`src/hw/rtl/mdd_pkg.sv`:
```
// Shared types, codes and constants for the multi-order difference decoder.
`default_nettype none
package mdd_pkg;

  // Default sizing, handed to the top level as parameter defaults
  localparam int MAX_SATS_DEF  = 64;
  localparam int MAX_TYPES_DEF = 32;
  localparam int MAX_ORDER_DEF = 5;

  // Field widths fixed by the item format
  localparam int VAL_W    = 48;
  localparam int SLOT_W   = 6;
  localparam int TYPE_W   = 5;
  localparam int ORD_W    = 4;
  localparam int META_W   = 2 * ORD_W;

  // Order code kept in both order fields of a blank entry
  localparam logic [ORD_W-1:0] ORD_BLANK = 4'd15;
  localparam logic [META_W-1:0] META_BLANK = {ORD_BLANK, ORD_BLANK};

  // Accepted value window: strictly between LIM_LOW and LIM_HIGH
  localparam logic signed [VAL_W-1:0] LIM_HIGH = 48'sd10000000000000;
  localparam logic signed [VAL_W-1:0] LIM_LOW  = -48'sd1000000000000;

  // Front-to-back queue, depth must be a power of two
  localparam int FQ_DEPTH = 2;
  localparam int FQ_AW    = $clog2(FQ_DEPTH);

  typedef enum logic [1:0] {
    OP_DIFF  = 2'd0,
    OP_ARC   = 2'd1,
    OP_BLANK = 2'd2,
    OP_EOE   = 2'd3
  } op_t;

  typedef enum logic [2:0] {
    ST_OK         = 3'd0,
    ST_NEW_SAT    = 3'd1,
    ST_PREV_BLANK = 3'd2,
    ST_ORDER_HIGH = 3'd3,
    ST_RANGE      = 3'd4
  } status_t;

  // Item classes decided by the front
  typedef enum logic [2:0] {
    K_EOE,
    K_RANGE,
    K_BLANK,
    K_ARC_BAD,
    K_ARC,
    K_NO_OLD,
    K_OLD_RANGE,
    K_DIFF
  } kind_t;

  typedef struct packed {
    op_t                     op;
    logic [SLOT_W-1:0]       slot;
    logic                    has_old;
    logic [SLOT_W-1:0]       old_slot;
    logic [TYPE_W-1:0]       type_index;
    logic [ORD_W-1:0]        arc_order_in;
    logic signed [VAL_W-1:0] diff_value;
  } in_item_t;

  typedef struct packed {
    logic signed [VAL_W-1:0] value;
    logic                    blank;
    status_t                 status;
  } out_item_t;

  typedef struct packed {
    kind_t                   kind;
    logic [SLOT_W-1:0]       slot;
    logic [SLOT_W-1:0]       old_slot;
    logic [TYPE_W-1:0]       type_index;
    logic [ORD_W-1:0]        arc_ord;
    logic signed [VAL_W-1:0] diff_value;
  } q_item_t;

endpackage
`default_nettype wire

```
`src/hw/rtl/mdd_front.sv`:
```
// Front end: takes input transfers, classifies them and queues them for the back end.
`default_nettype none
module mdd_front #(
  parameter int MAX_SATS  = mdd_pkg::MAX_SATS_DEF,
  parameter int MAX_TYPES = mdd_pkg::MAX_TYPES_DEF,
  parameter int MAX_ORDER = mdd_pkg::MAX_ORDER_DEF
) (
  input  logic              clk,
  input  logic              rst_n,
  input  logic              in_valid,
  output logic              in_stall,
  input  mdd_pkg::in_item_t in_data,
  output logic              q_valid,
  input  logic              q_pop,
  output mdd_pkg::q_item_t  q_head
);
  import mdd_pkg::*;

  q_item_t          q_mem_r [FQ_DEPTH];
  logic [FQ_AW-1:0] wptr_r, wptr_nxt;
  logic [FQ_AW-1:0] rptr_r, rptr_nxt;
  logic [FQ_AW:0]   cnt_r, cnt_nxt;
  logic             push;
  q_item_t          cls;

  // Classify the incoming item
  always_comb begin
    cls.slot       = in_data.slot;
    cls.old_slot   = in_data.old_slot;
    cls.type_index = in_data.type_index;
    cls.arc_ord    = in_data.arc_order_in;
    cls.diff_value = in_data.diff_value;
    if (in_data.op == OP_EOE) begin
      cls.kind = K_EOE;
    end else if (int'(in_data.slot) >= MAX_SATS || int'(in_data.type_index) >= MAX_TYPES) begin
      cls.kind = K_RANGE;
    end else begin
      case (in_data.op)
        OP_BLANK: cls.kind = K_BLANK;
        OP_ARC: begin
          cls.kind = (int'(in_data.arc_order_in) > MAX_ORDER) ? K_ARC_BAD : K_ARC;
        end
        OP_DIFF: begin
          if (!in_data.has_old) begin
            cls.kind = K_NO_OLD;
          end else if (int'(in_data.old_slot) >= MAX_SATS) begin
            cls.kind = K_OLD_RANGE;
          end else begin
            cls.kind = K_DIFF;
          end
        end
        default: cls.kind = K_EOE;
      endcase
    end
  end

  // Queue control
  assign in_stall = (cnt_r == (FQ_AW+1)'(FQ_DEPTH));
  assign push     = in_valid && !in_stall;
  assign q_valid  = (cnt_r != '0);
  assign q_head   = q_mem_r[rptr_r];

  always_comb begin
    wptr_nxt = push ? wptr_r + 1'b1 : wptr_r;
    rptr_nxt = q_pop ? rptr_r + 1'b1 : rptr_r;
    cnt_nxt  = cnt_r;
    if (push && !q_pop) begin
      cnt_nxt = cnt_r + 1'b1;
    end else if (!push && q_pop) begin
      cnt_nxt = cnt_r - 1'b1;
    end
  end

  always_ff @(posedge clk) begin
    if (!rst_n) begin
      wptr_r <= '0;
      rptr_r <= '0;
      cnt_r  <= '0;
    end else begin
      wptr_r <= wptr_nxt;
      rptr_r <= rptr_nxt;
      cnt_r  <= cnt_nxt;
    end
  end

  // Queue storage
  always_ff @(posedge clk) begin
    if (push) begin
      q_mem_r[wptr_r] <= cls;
    end
  end

endmodule
`default_nettype wire

```
`config.mk`:
```
export PLATFORM = sky130hd
export DESIGN_NAME = mdd_front
export DESIGN_NICKNAME = d
export VERILOG_FILES = /design/src/hw/rtl/mdd_pkg.sv /design/src/hw/rtl/mdd_front.sv
export SDC_FILE = /design/constraint.sdc
export NUM_CORES = 1
export LEC_CHECK = 0
export BUFFER_PORTS_ARGS = -buffer_cell sky130_fd_sc_hd__buf_2
export CORE_MARGIN = 10
export CORE_UTILIZATION = 47
export DETAILED_ROUTE_END_ITERATION = 10
export PLACE_DENSITY = 0.75
export RECOVER_POWER = 50
export SETUP_SLACK_MARGIN = 0.3
export SLEW_MARGIN = 20
export SYNTH_ARGS = -nofsm -noshare
export SYNTH_HDL_FRONTEND = slang
export SYNTH_SLANG_ARGS = --single-unit
```
`constraint.sdc`:
```
create_clock -name clk -period 4.25 [get_ports clk]
set_clock_uncertainty 0.2 [all_clocks]
set_input_delay 0.85 -clock clk [delete_from_list [all_inputs] [get_ports clk]]
set_output_delay 0.85 -clock clk [all_outputs]
set_load 0.01 [all_outputs]
```
**After elaboration in Yosys (flattened, before gate mapping)**

Memory sizes are Yosys's and may differ from the RTL's. A register that Yosys moved wholly into a read port is not among the register bits.
Cells that the tools add are included.

- Bits in registers: 4
- Memory bits (writable): 144
- Bits of input ports: 76
- Word-level logic and storage cells: 32
- Memories: 1

Memories:

| memory | depth | width | rd ports | clocked after memory_dff | wr ports | RTL line | RTL |
|---|---|---|---|---|---|---|---|
| q_mem_r | 2 | 72 | 1 | 1 | 1 | mdd_front.sv:19 | `q_item_t q_mem_r [FQ_DEPTH];` |

- $add $sub $neg: 4
- Magnitude comparators: 1
- Equality and inequality tests: 4
- Mux-type cells: 10
- Reduce and logical (&&, ||, !) cells: 9

Operators with widths:

| cell | number |
|---|---|
| $pmux W3 S3 | 1 |
| $eq A2 B2 Y1 const B | 3 |
| $mux W2 | 3 |
| $mux W3 | 2 |
| $gt A4 B3 Y1 const B | 1 |
| $mux W1 | 4 |
| $reduce_bool A2 Y1 | 2 |
| $logic_and A1 B1 Y1 | 3 |
| $logic_not A1 Y1 | 3 |
| $add A1 B1 Y1 const B | 2 |
| $add A2 B1 Y2 const B | 1 |
| $eq A2 B1 Y1 const B | 1 |
| $logic_not A2 Y1 | 1 |
| $sub A2 B1 Y2 const B | 1 |

**Logic depth before layout (Yosys ltp)**

Gate-level depths: netlist of run 1.

- Depth in word-level cells: 7
- Depth in mapped cells: 7
- Depth with buffers taken out: 7

**Worst setup path before layout of run 1**

OpenSTA, ideal clock, no wires.

- Path type: input-to-reg
- From: input port in_valid
- To: memory q_mem_r[0][0] (netlist bit), enable pin
- Library setup time: 0.491 ns
- Arrival time: 3.741 ns
- Path slack: -0.182 ns
- Stages: 2
- Cells stage by stage: inv_1 -> nor3_2

- Word-level cells in the longest chain between the ends: 3

RTL lines:

| element | RTL line | RTL |
|---|---|---|
| start, declared | mdd_front.sv:10 | `input logic in_valid,` |
| $logic_and A1 B1 Y1 | mdd_front.sv:59 | `assign push = in_valid && !in_stall;` |
| $mux W1 | mdd_front.sv:88 | `if (push) begin` |
| $mux W1 (implied by the code) | mdd_front.sv:89 | `q_mem_r[wptr_r] <= cls;` |
| end, declared | mdd_front.sv:19 |  |

No other way between the ends.

==> run_results.csv, run 1 <==
group,metric,value,unit
global_routing,grt_pass1_vias,3228,
worst_setup_path,critPathArrivalTime,2.03,ns
timing,min_period_over_period,72.4,%
drt,num_vias,2801,
yosys,synth.top_cells.by_area,"edfxtp_1 (79%), mux2_2 (13%), dfxtp_1 (1.8%), buf_6 (1.4%), mux2_1 (1.4%)",
cts,insertion_delay,0.41,ns
min_path,min_path_type,"reg2reg",
cts,cts_resized,0,
layout,final_common_cell,"edfxtp_1",
global_routing,antenna_found_initial,1,
floorplanning,rows,39,
drt,routed_wl,10800,um
worst_setup_path,worst-setup-path-type,"reg2out",
timing,hold_violations,0,
yosys,synth_seq_area_share,80.6,%
yosys,synth_seq_cells,149,
power,vdd_drop_max,0.278,mV
cts,htree_levels,4,
cts,clock_sinks,149,
cts,cts_tree,"yes",
worst_setup_path,path_depth,2,
timing,slew_headroom,-45.5,%
worst_setup_path,crit_fanout,72,
yosys,postSynthCellCount,255,
worst_setup_path,r2r_setup_slack,1.21,ns
worst_setup_path,worstPathCellList,"mux2_2 -> buf_2",
cts,numCtsBuffers,17,
place,port_buffers,149,
power,powerDensity,538,mW/mm^2
layout,layout_common_cells,"edfxtp_1 (144), buf_2 (110), mux2_2 (65)",
worst_setup_path,endpoint,"q_head[15]",
drt,via_per_inst,4.91,
yosys,yosysTopAreaCell,"edfxtp_1",
worst_setup_path,worst_ep_required_time,3.20,ns
cts,clockRootBuffer,"clkbuf_16",
floorplanning,initial_utilization,48.1,%
yosys,ys_warn_count,0,
timing,fin_tns_setup,0,ns
drt,drt_iter0_markers,191,
layout,drive_above_1_share,48.0,%
layout,area_growth,24.5,%
yosys,synth_top_area_share,78.7,%
worst_setup_path,r2r-end,"q_mem_r[0][53]",
timing,tightest_slew,2.18,ns
yosys,synth_cell_types,24,
timing,fin_crit,3.08,ns
yosys,syn_nets,332,
power,leakagePower,2.48,nW
worst_setup_path,critPathCaptureType,"primary output",
worst_setup_path,critPathTopFamily,"flip-flops",
run_status,violations,"capacitance limit, slew limit",
floorplanning,coreArea,0.0114,mm^2
global_routing,grt_max_degree,73,
power,power,0.00368,W
drt,dr.pass1.iters,4,
worst_setup_path,worst-path-buf-inv,1,
place,place_hpwl,7280,um
run,drv_cap,2,
timing,finalMaxSlewViolations,75,
cts,clock_path_buffers,2,
timing,grt_setup_unrepaired,"false",
worst_setup_path,worst_r2r_path_depth,4,
floorplanning,die_h,128,um
run_status,status,"finished with violations",
drt,wire_per_inst,18.9,um
cts,holdBufCountCts,0,
worst_setup_path,slowest_stage,"dfxtp_4",
floorplanning,die_w,128,um
place,gp_congestion,0.718,
floorplanning,die_area,0.0164,mm^2
worst_setup_path,worstSetupStartpointType,"register",
timing,max_freq,325,MHz
cts,cts.clk_slew.worst_paths,0.05,ns
timing,setup_viol,0,
cts,cts_setup_buffers,0,
global_routing,grt_pass1_wl,16500,um
global_routing,track_usage,13.2,%
drt,drc,0,
drt,ant_nets,0,
worst_setup_path,slowest_delay,0.94,ns
worst_setup_path,r2r_start,"cnt_r[0]",
layout,nets,494,
floorplanning,ioPinCount,150,
yosys,avgSynthCellArea,21.5,um^2
yosys,synthesis.area,0.00549,mm^2
global_routing,grt_overflow_total,0,
==> layout make-up <==
class | count | area (um^2)
clock inverters | 10 | 111
fillers | 904 | 4580
multi-input cells | 94 | 966
clock buffers | 19 | 433
inverters | 4 | 15.0
repair buffers | 151 | 704
flip-flops and latches | 149 | 4430
diodes | 1 | 2.50
well taps | 143 | 179
==> metal layers <==
metal,track usage [%],wire length (um)
met2,22.4,5530
met3,6.78,912
met5,0,0
met1,13.4,4180
met4,5.36,161
==> worst register-to-register path, stage by stage (launching register included) <==
cell and delay [ns]:
dfxtp_1 0.39, nand2b_2 0.16, inv_1 0.07, nor3_1 0.19, clkbuf_1 1.58
==> report_power, final <==
group          switching, W  internal [W]
sequential        0.0000606       0.00179
combinational      0.000241      0.000201
clock              0.000534      0.000849
==> synthesized netlist by cell type <==
library cell	count
nand2b_2	1
inv_1	3
o31a_1	1
mux2_1	7
edfxtp_1	144
mux2_2	65
nor2_1	1
xnor2_1	1
and3_1	1
and2_1	3
a21boi_0	1
a21oi_1	3
or3_1	1
buf_6	7
nor3_2	1
ha_1	1
buf_4	1
o21a_1	1
xor2_1	2
a21boi_1	1
o21ai_0	2
or2_2	1
inv_2	1
dfxtp_1	5
==> state kept, by name, summed over array words and instances, names as in the netlist, named ones only <==
signal and count:
wptr_r 1, rptr_r 1, cnt_r 2, q_mem_r 144
==> logic make-up after synthesis <==
group / synth area share [%]
AOI/OAI and AO/OA: 1.03
xor gates and xnor gates: 0.479
adders and majority gates: 0.228
buffers and inverters: 1.85
DFF: 80.6
muxes: 14.8
and+or+nand+nor: 1.09
==> through the flow <==
step	utilization, %	instances	worst slack (ns)	area, um^2	hold slack, ns
6_report	59.9	571	1.17	6840	0.336
5_1_grt	59.9	571	0.859	6840	0.376
4_1_cts	60.5	570	1.14	6900	0.328
3_5_place_dp	55.7	541	1.60	6360	0.315
3_3_place_gp	55.7	541	1.59	6360	0.290
2_1_floorplan	-	255	0.944	5500	0.277
==> worst min-delay path by stage <==
stage                        start       end  slack [ns]  cells after the start
after floorplan           cnt_r[1]  cnt_r[1]        0.28                      2
after global placement    cnt_r[1]  cnt_r[1]        0.29                      2
after detailed placement  cnt_r[1]  cnt_r[1]        0.32                      2
after CTS                 cnt_r[1]  cnt_r[1]        0.33                      2
after global routing      cnt_r[1]  cnt_r[1]        0.38                      2
final                     cnt_r[1]  cnt_r[1]        0.34                      2
(Power assumes the default switching activity.)
==> run 2, diff against run 1 <==
==> constraint.sdc (replaced) <==
create_clock -name clk -period 2.6 [get_ports clk]
set_clock_uncertainty 0.2 [all_clocks]
set_input_delay 0.52 -clock clk [delete_from_list [all_inputs] [get_ports clk]]
set_output_delay 0.52 -clock clk [all_outputs]
set_load 0.01 [all_outputs]
==> run 2 against run 1 <==
Effect of this change: the flow now finishes without violations; critical path type is now reg2reg; critical path depth is 2 higher; clock power grew 86%; routed wire length is 16% higher; final cell count rose by 2.8%.
==> run_results.csv, run 2 (same netlist as run 1, synthesis figures left out) <==
group,metric,value,unit
cts,holdBufCountCts,0,
global_routing,grt_pass1_wl,16900,um
drt,ant_nets,0,
layout,biggestRegsByFlops,"q_mem_r: 144 flops, cnt_r: 2 flops",
run,drv_cap,0,
place,place_hpwl,7310,um
timing,max_freq,434,MHz
global_routing,track_usage,13.5,%
layout,fillCellCount,861,
worst_setup_path,worstPathCellList,"nand2b_1 -> clkinvlp_2 -> nor3_1 -> clkbuf_2",
timing,finalMaxSlewViolations,0,
place,gp_congestion,0.684,
global_routing,grt_overflow_total,0,
drt,drc,0,
place,placed_area,0.00643,mm^2
drt,drt_iter0_markers,155,
worst_setup_path,worst_ep_required_time,2.42,ns
drt,wire_per_inst,21.2,um
worst_setup_path,critPathTopFamily,"buffers and inverters",
global_routing,grt_pass1_vias,3254,
cts,cts.clk_slew.worst_paths,0.06,ns
floorplanning,die_h,128,um
worst_setup_path,critPathCaptureType,"register",
layout,layout_common_cells,"edfxtp_1 (144), buf_2 (104), mux2_2 (63)",
layout,final_cell_count_no_fill,587,
drt,dr.pass1.iters,4,
cts,clockRootBuffer,"clkbuf_16",
worst_setup_path,worst-setup-path-type,"reg2reg",
layout,final_common_cell,"edfxtp_1",
worst_setup_path,critPathArrivalTime,2.13,ns
timing,slew_headroom,45.2,%
layout,antenna_cells,0,
worst_setup_path,crit_fanout,30,
layout,largest_register,"q_mem_r",
cts,numCtsBuffers,17,
cts,insertion_delay,0.40,ns
cts,htree_levels,4,
layout,nets,508,
cts,clock_path_buffers,2,
worst_setup_path,slowest_stage,"clkbuf_2",
worst_setup_path,slowest_delay,0.70,ns
worst_setup_path,worstSetupStartpointType,"register",
drt,num_vias,2930,
global_routing,antenna_found_initial,0,
layout,fin_area,0.00727,mm^2
timing,hold_violations,0,
floorplanning,ioPinCount,150,
floorplanning,coreArea,0.0114,mm^2
drt,routed_wl,12500,um
cts,clock_sinks,149,
floorplanning,die_w,128,um
run_status,status,"finished clean",
worst_setup_path,worst-path-buf-inv,2,
power,powerDensity,890,mW/mm^2
global_routing,grt_max_degree,44,
power,vdd_drop_max,0.451,mV
power,power,0.00647,W
timing,grt_setup_unrepaired,"true",
timing,setup_viol,0,
cts,cts_tree,"yes",
layout,area_growth,32.3,%
layout,drive_above_1_share,50.5,%
layout,largest_reg_flops,144,
timing,min_period_over_period,88.6,%
floorplanning,rows,39,
timing,tightest_slew,0.822,ns
place,placedCellCount,544,
place,port_buffers,149,
min_path,min_path_type,"in2reg",
floorplanning,initial_utilization,48.1,%
floorplanning,die_area,0.0164,mm^2
power,leakagePower,2.68,nW
drt,via_per_inst,4.99,
timing,fin_crit,2.30,ns
run 2: final timing paths:
check              start        endpoint  slack (ns)  depth (start not counted)
max             cnt_r[0]  q_mem_r[0][10]        0.30                          4
min          in_data[64]  q_mem_r[0][63]        0.10                          1
max reg2reg     cnt_r[0]  q_mem_r[0][10]        0.30                          4
min reg2reg     cnt_r[1]        cnt_r[1]        0.32                          2
run 2: area by class of cell:
| cell class | instances | area [um^2] | share of cell area (%) |
|---|---|---|---|
| clock buffer | 21 | 440 | 6.06 |
| inverter | 4 | 16.3 | 0.224 |
| tap | 143 | 179 | 2.46 |
| timing repair buffer | 165 | 1050 | 14.4 |
| sequential | 149 | 4430 | 60.9 |
| multi-input combinational | 94 | 975 | 13.4 |
| clock inverter | 11 | 181 | 2.50 |
run 2: routing by layer:
layer | part of all wire, % | track usage (%)
met1 | 41 | 14.5
met2 | 50 | 22.4
met3 | 7.9 | 7.07
met4 | 0.83 | 4.37
met5 | 0 | 0
run 2: report_power, final:
group | internal (W) | switching [W]
Combinational | 0.000436 | 0.000491
Clock | 0.00169 | 0.000878
Sequential | 0.00292 | 0.0000582
Total | 0.00504 | 0.00143
run 2: worst reg2reg max path, cell delays in order, from the launching register on:
cell and delay, ns:
dfxtp_1 0.39, nand2b_1 0.19, clkinvlp_2 0.14, nor3_1 0.29, clkbuf_2 0.70
run 2: metrics by stage:
step	hold slack (ns)	TNS [ns]	setup slack [ns]	utilization (%)
finish	0.104	0	0.297	63.6
global route	0.0803	0	0.142	63.6
CTS	0.0789	0	0.293	62.1
detailed placement	0.341	0	0.643	56.3
global placement	0.316	0	0.636	56.3
floorplan	0.300	-23.16	-0.318	-
run 2: repair_timing:
item | in CTS | in global routing
buffers inserted | 0 | 2
resized for setup | 2 | 17
endpoints found under the setup margin | 72 | 72
cloned | 1 | 8
==> run 3, diff against run 2 <==
--- a/config.mk
+++ b/config.mk
@@ -5,11 +5,12 @@
 export SDC_FILE = /design/constraint.sdc
 export NUM_CORES = 1
 export LEC_CHECK = 0
+export ABC_AREA = 1
 export BUFFER_PORTS_ARGS = -buffer_cell sky130_fd_sc_hd__buf_2
 export CORE_MARGIN = 10
 export CORE_UTILIZATION = 47
 export DETAILED_ROUTE_END_ITERATION = 10
-export PLACE_DENSITY = 0.75
+export PLACE_DENSITY = 0.74
 export RECOVER_POWER = 50
 export SETUP_SLACK_MARGIN = 0.3
 export SLEW_MARGIN = 20
==> run 3 against run 2 <==
Effect of this change: via count decreased by 0.51%; power decreased by 10%; worst hold slack lost 0.0067 ns; count of clock-buffer cells in the layout decreased by 1; setup slack better by 0.040 ns; final cell count up 5.3%; global-route usage is 0.49 points lower; die area grew 5.1%; cell area is 0.26% lower; first-iteration DRC count grew 19%; combinational power is 20% lower.
==> run_results.csv, run 3 <==
group,metric,value,unit
yosys,synthAdderAreaFrac,0.215,%
floorplanning,rows,40,
place,port_buffers,149,
worst_setup_path,r2r-end,"cnt_r[1]",
worst_setup_path,crit_fanout,18,
floorplanning,die_w,131,um
yosys,synth_most_common_cell,"edfxtp_1",
power,power,0.00582,W
place,gp_congestion,0.699,
layout,largest_reg_flops,144,
drt,routed_wl,10900,um
min_path,min_path_type,"in2reg",
timing,tightest_slew,0.801,ns
yosys,ys_top_cells_by_count,"edfxtp_1 (144), mux2_4 (70), nor2_1 (9)",
timing,grt_setup_unrepaired,"true",
global_routing,grt_use_met1,14.8,%
worst_setup_path,worstSetupStartpointType,"register",
yosys,synth_top_area_share,74.3,%
timing,max_freq,442,MHz
layout,drive_above_1_share,48.6,%
layout,final_common_cell,"edfxtp_1",
cts,cts_tree,"yes",
global_routing,grt_pass1_wl,17300,um
timing,finalMaxSlewViolations,0,
global_routing,met3_usage,5.75,%
cts,clock_sinks,149,
worst_setup_path,worst_r2r_path_depth,9,
power,leakagePower,2.82,nW
yosys,synth_top_family_by_area,"multiplexers",
timing,fin_crit,2.26,ns
global_routing,use_met2,20.6,%
yosys,synth.top_cells.by_area,"edfxtp_1 (74%), mux2_4 (18%), buf_12 (2.4%), dfxtp_1 (1.7%), nor2_1 (0.58%)",
cts,insertion_delay,0.41,ns
yosys,synth_xor_area_share,0,%
cts,clock_path_buffers,2,
timing,setup_viol,0,
global_routing,grt-busiest-layer,"met2",
timing,hold_violations,0,
worst_setup_path,r2r_start,"cnt_r[1]",
drt,ant_nets,0,
drt,drc,0,
floorplanning,ioPinCount,150,
yosys,synth_compound_area_share,0.924,%
timing,slew_headroom,46.0,%
layout,biggestRegsByFlops,"q_mem_r: 144 flops, cnt_r: 2 flops",
timing,min_period_over_period,87.0,%
drt,dr.pass1.iters,6,
run_status,status,"finished clean",
timing,layout_setup_ws,0.337,ns
yosys,ys_warn_count,0,
yosys,synth_seq_cells,149,
global_routing,antenna_found_initial,1,
global_routing,track_usage,13.0,%
worst_setup_path,worst_ep_required_time,1.88,ns
yosys,synth_cell_types,17,
global_routing,grt_max_degree,38,
yosys,postSynthCellCount,266,
drt,via_per_inst,4.72,
cts,holdBufCountCts,0,
worst_setup_path,worst-setup-path-type,"reg2out",
yosys,synthesis.area,0.00582,mm^2
min_path,holdPathStages,1,
cts,cts.clk_slew.worst_paths,0.05,ns
layout,layout_common_cells,"edfxtp_1 (144), buf_2 (105), mux2_4 (70)",
floorplanning,die_area,0.0172,mm^2
cts,htree_levels,4,
yosys,syn_nets,343,
power,powerDensity,804,mW/mm^2
layout,largest_register,"q_mem_r",
yosys,synth_ff_type,"edfxtp_1",
yosys,yosysTopAreaCell,"edfxtp_1",
yosys,muxShareOfSynthArea,18.4,%
drt,drt_iter0_markers,184,
floorplanning,coreArea,0.0121,mm^2
drt,wire_per_inst,17.7,um
timing,hold_slack,0.0974,ns
worst_setup_path,r2r_setup_slack,0.47,ns
min_path,worstHoldStart,"in_data[54]",
layout,final_util,60.1,%
yosys,synthArstFlopShare,0,%
floorplanning,initial_utilization,48.3,%
worst_setup_path,critPathCaptureType,"primary output",
place,post-place-ws,0.581,ns
run,drv_cap,0,
yosys,synth-edff-count,144,
yosys,synth-simple-area-share,1.29,%
min_path,hold_path_end,"q_mem_r[0][54]",
layout,fillCellCount,903,
layout,area_growth,24.5,%
place,place_hpwl,7800,um
power,vdd_drop_max,0.574,mV
drt,num_vias,2915,
global_routing,grt_overflow_total,0,
yosys,synth_seq_area_share,76.0,%
cts,clockRootBuffer,"clkbuf_16",
worst_setup_path,critPathArrivalTime,1.54,ns
cts,numCtsBuffers,17,
floorplanning,die_h,131,um
layout,nets,514,
yosys,avgSynthCellArea,21.9,um^2
global_routing,grt_pass1_vias,3195,
## run 3: cell types whose count changed in the layout (fill, tap and decap cells not counted), moves of 5 or more
cell	previous run	this run
nand2_1	0	8
nor2_1	1	7
inv_1	2	8
buf_6	9	1
mux2_2	63	2
clkbuf_1	42	47
clkinv_2	1	6
mux2_1	5	0
mux2_4	4	70
buf_4	1	6
## run 3: where the power goes
group          switching [W]  internal, W
Sequential         0.0000534      0.00286
Combinational       0.000377     0.000363
Clock               0.000873      0.00129
Total                0.00130      0.00452
## run 3: how the worst max path moves through the flow
stage | startpoint | end | slack (ns)
2_1_floorplan | in_valid | q_mem_r[0][0] | -0.49
3_3_place_gp | register | q_head[22] | 0.60
3_5_place_dp | register | q_head[14] | 0.58
4_1_cts | register | q_head[14] | 0.30
5_1_grt | register | q_head[19] | 0.27
6_report | register | q_head[67] | 0.34
## run 3: stage by stage
stage | instances | setup TNS (ns) | instance area [um^2]
floorplan | 266 | -70.26 | 5830
global placement | 583 | 0 | 6740
detailed placement | 583 | 0 | 6740
CTS | 617 | 0 | 7300
global route | 618 | 0 | 7250
finish | 618 | 0 | 7250
## run 3: layout make-up
cell class | instances | area [um^2] | share of cell area [%]
diodes | 1 | 2.50 | 0.0345
clock buffers | 20 | 437 | 6.02
clock inverters | 11 | 87.6 | 1.21
inverters | 8 | 30.0 | 0.414
multi-input cells | 101 | 1230 | 16.9
flip-flops and latches | 149 | 4430 | 61.1
well taps | 168 | 210 | 2.90
repair buffers | 160 | 827 | 11.4
## run 3: cells by family (layout without fill, tap and decap cells)
family          after synthesis  count (layout)
simple gates                 19              19
other cells                   0               1
flops                       149             149
fa+ha+maj                     1               1
buf+inv                      16             199
mux                          72              72
compound gates                9               9
## run 3: worst max-delay path: stages (launching register included)
cell	delay, ns
dfxtp_4	0.45
buf_12	0.21
mux2_4	0.32
buf_2	0.14
## run 3: timing repair
item                       CTS  global route
resized for setup            0             1
pin swaps                    0             0
buffers inserted             3             0
cloned                       0             0
setup endpoints to repair   58            48
## run 3: layer usage
layer,up-vias,share of wire (%)
met1,1412,41
li1,1370,-
met3,16,8.0
met5,-,0
met4,0,1.6
met2,117,50
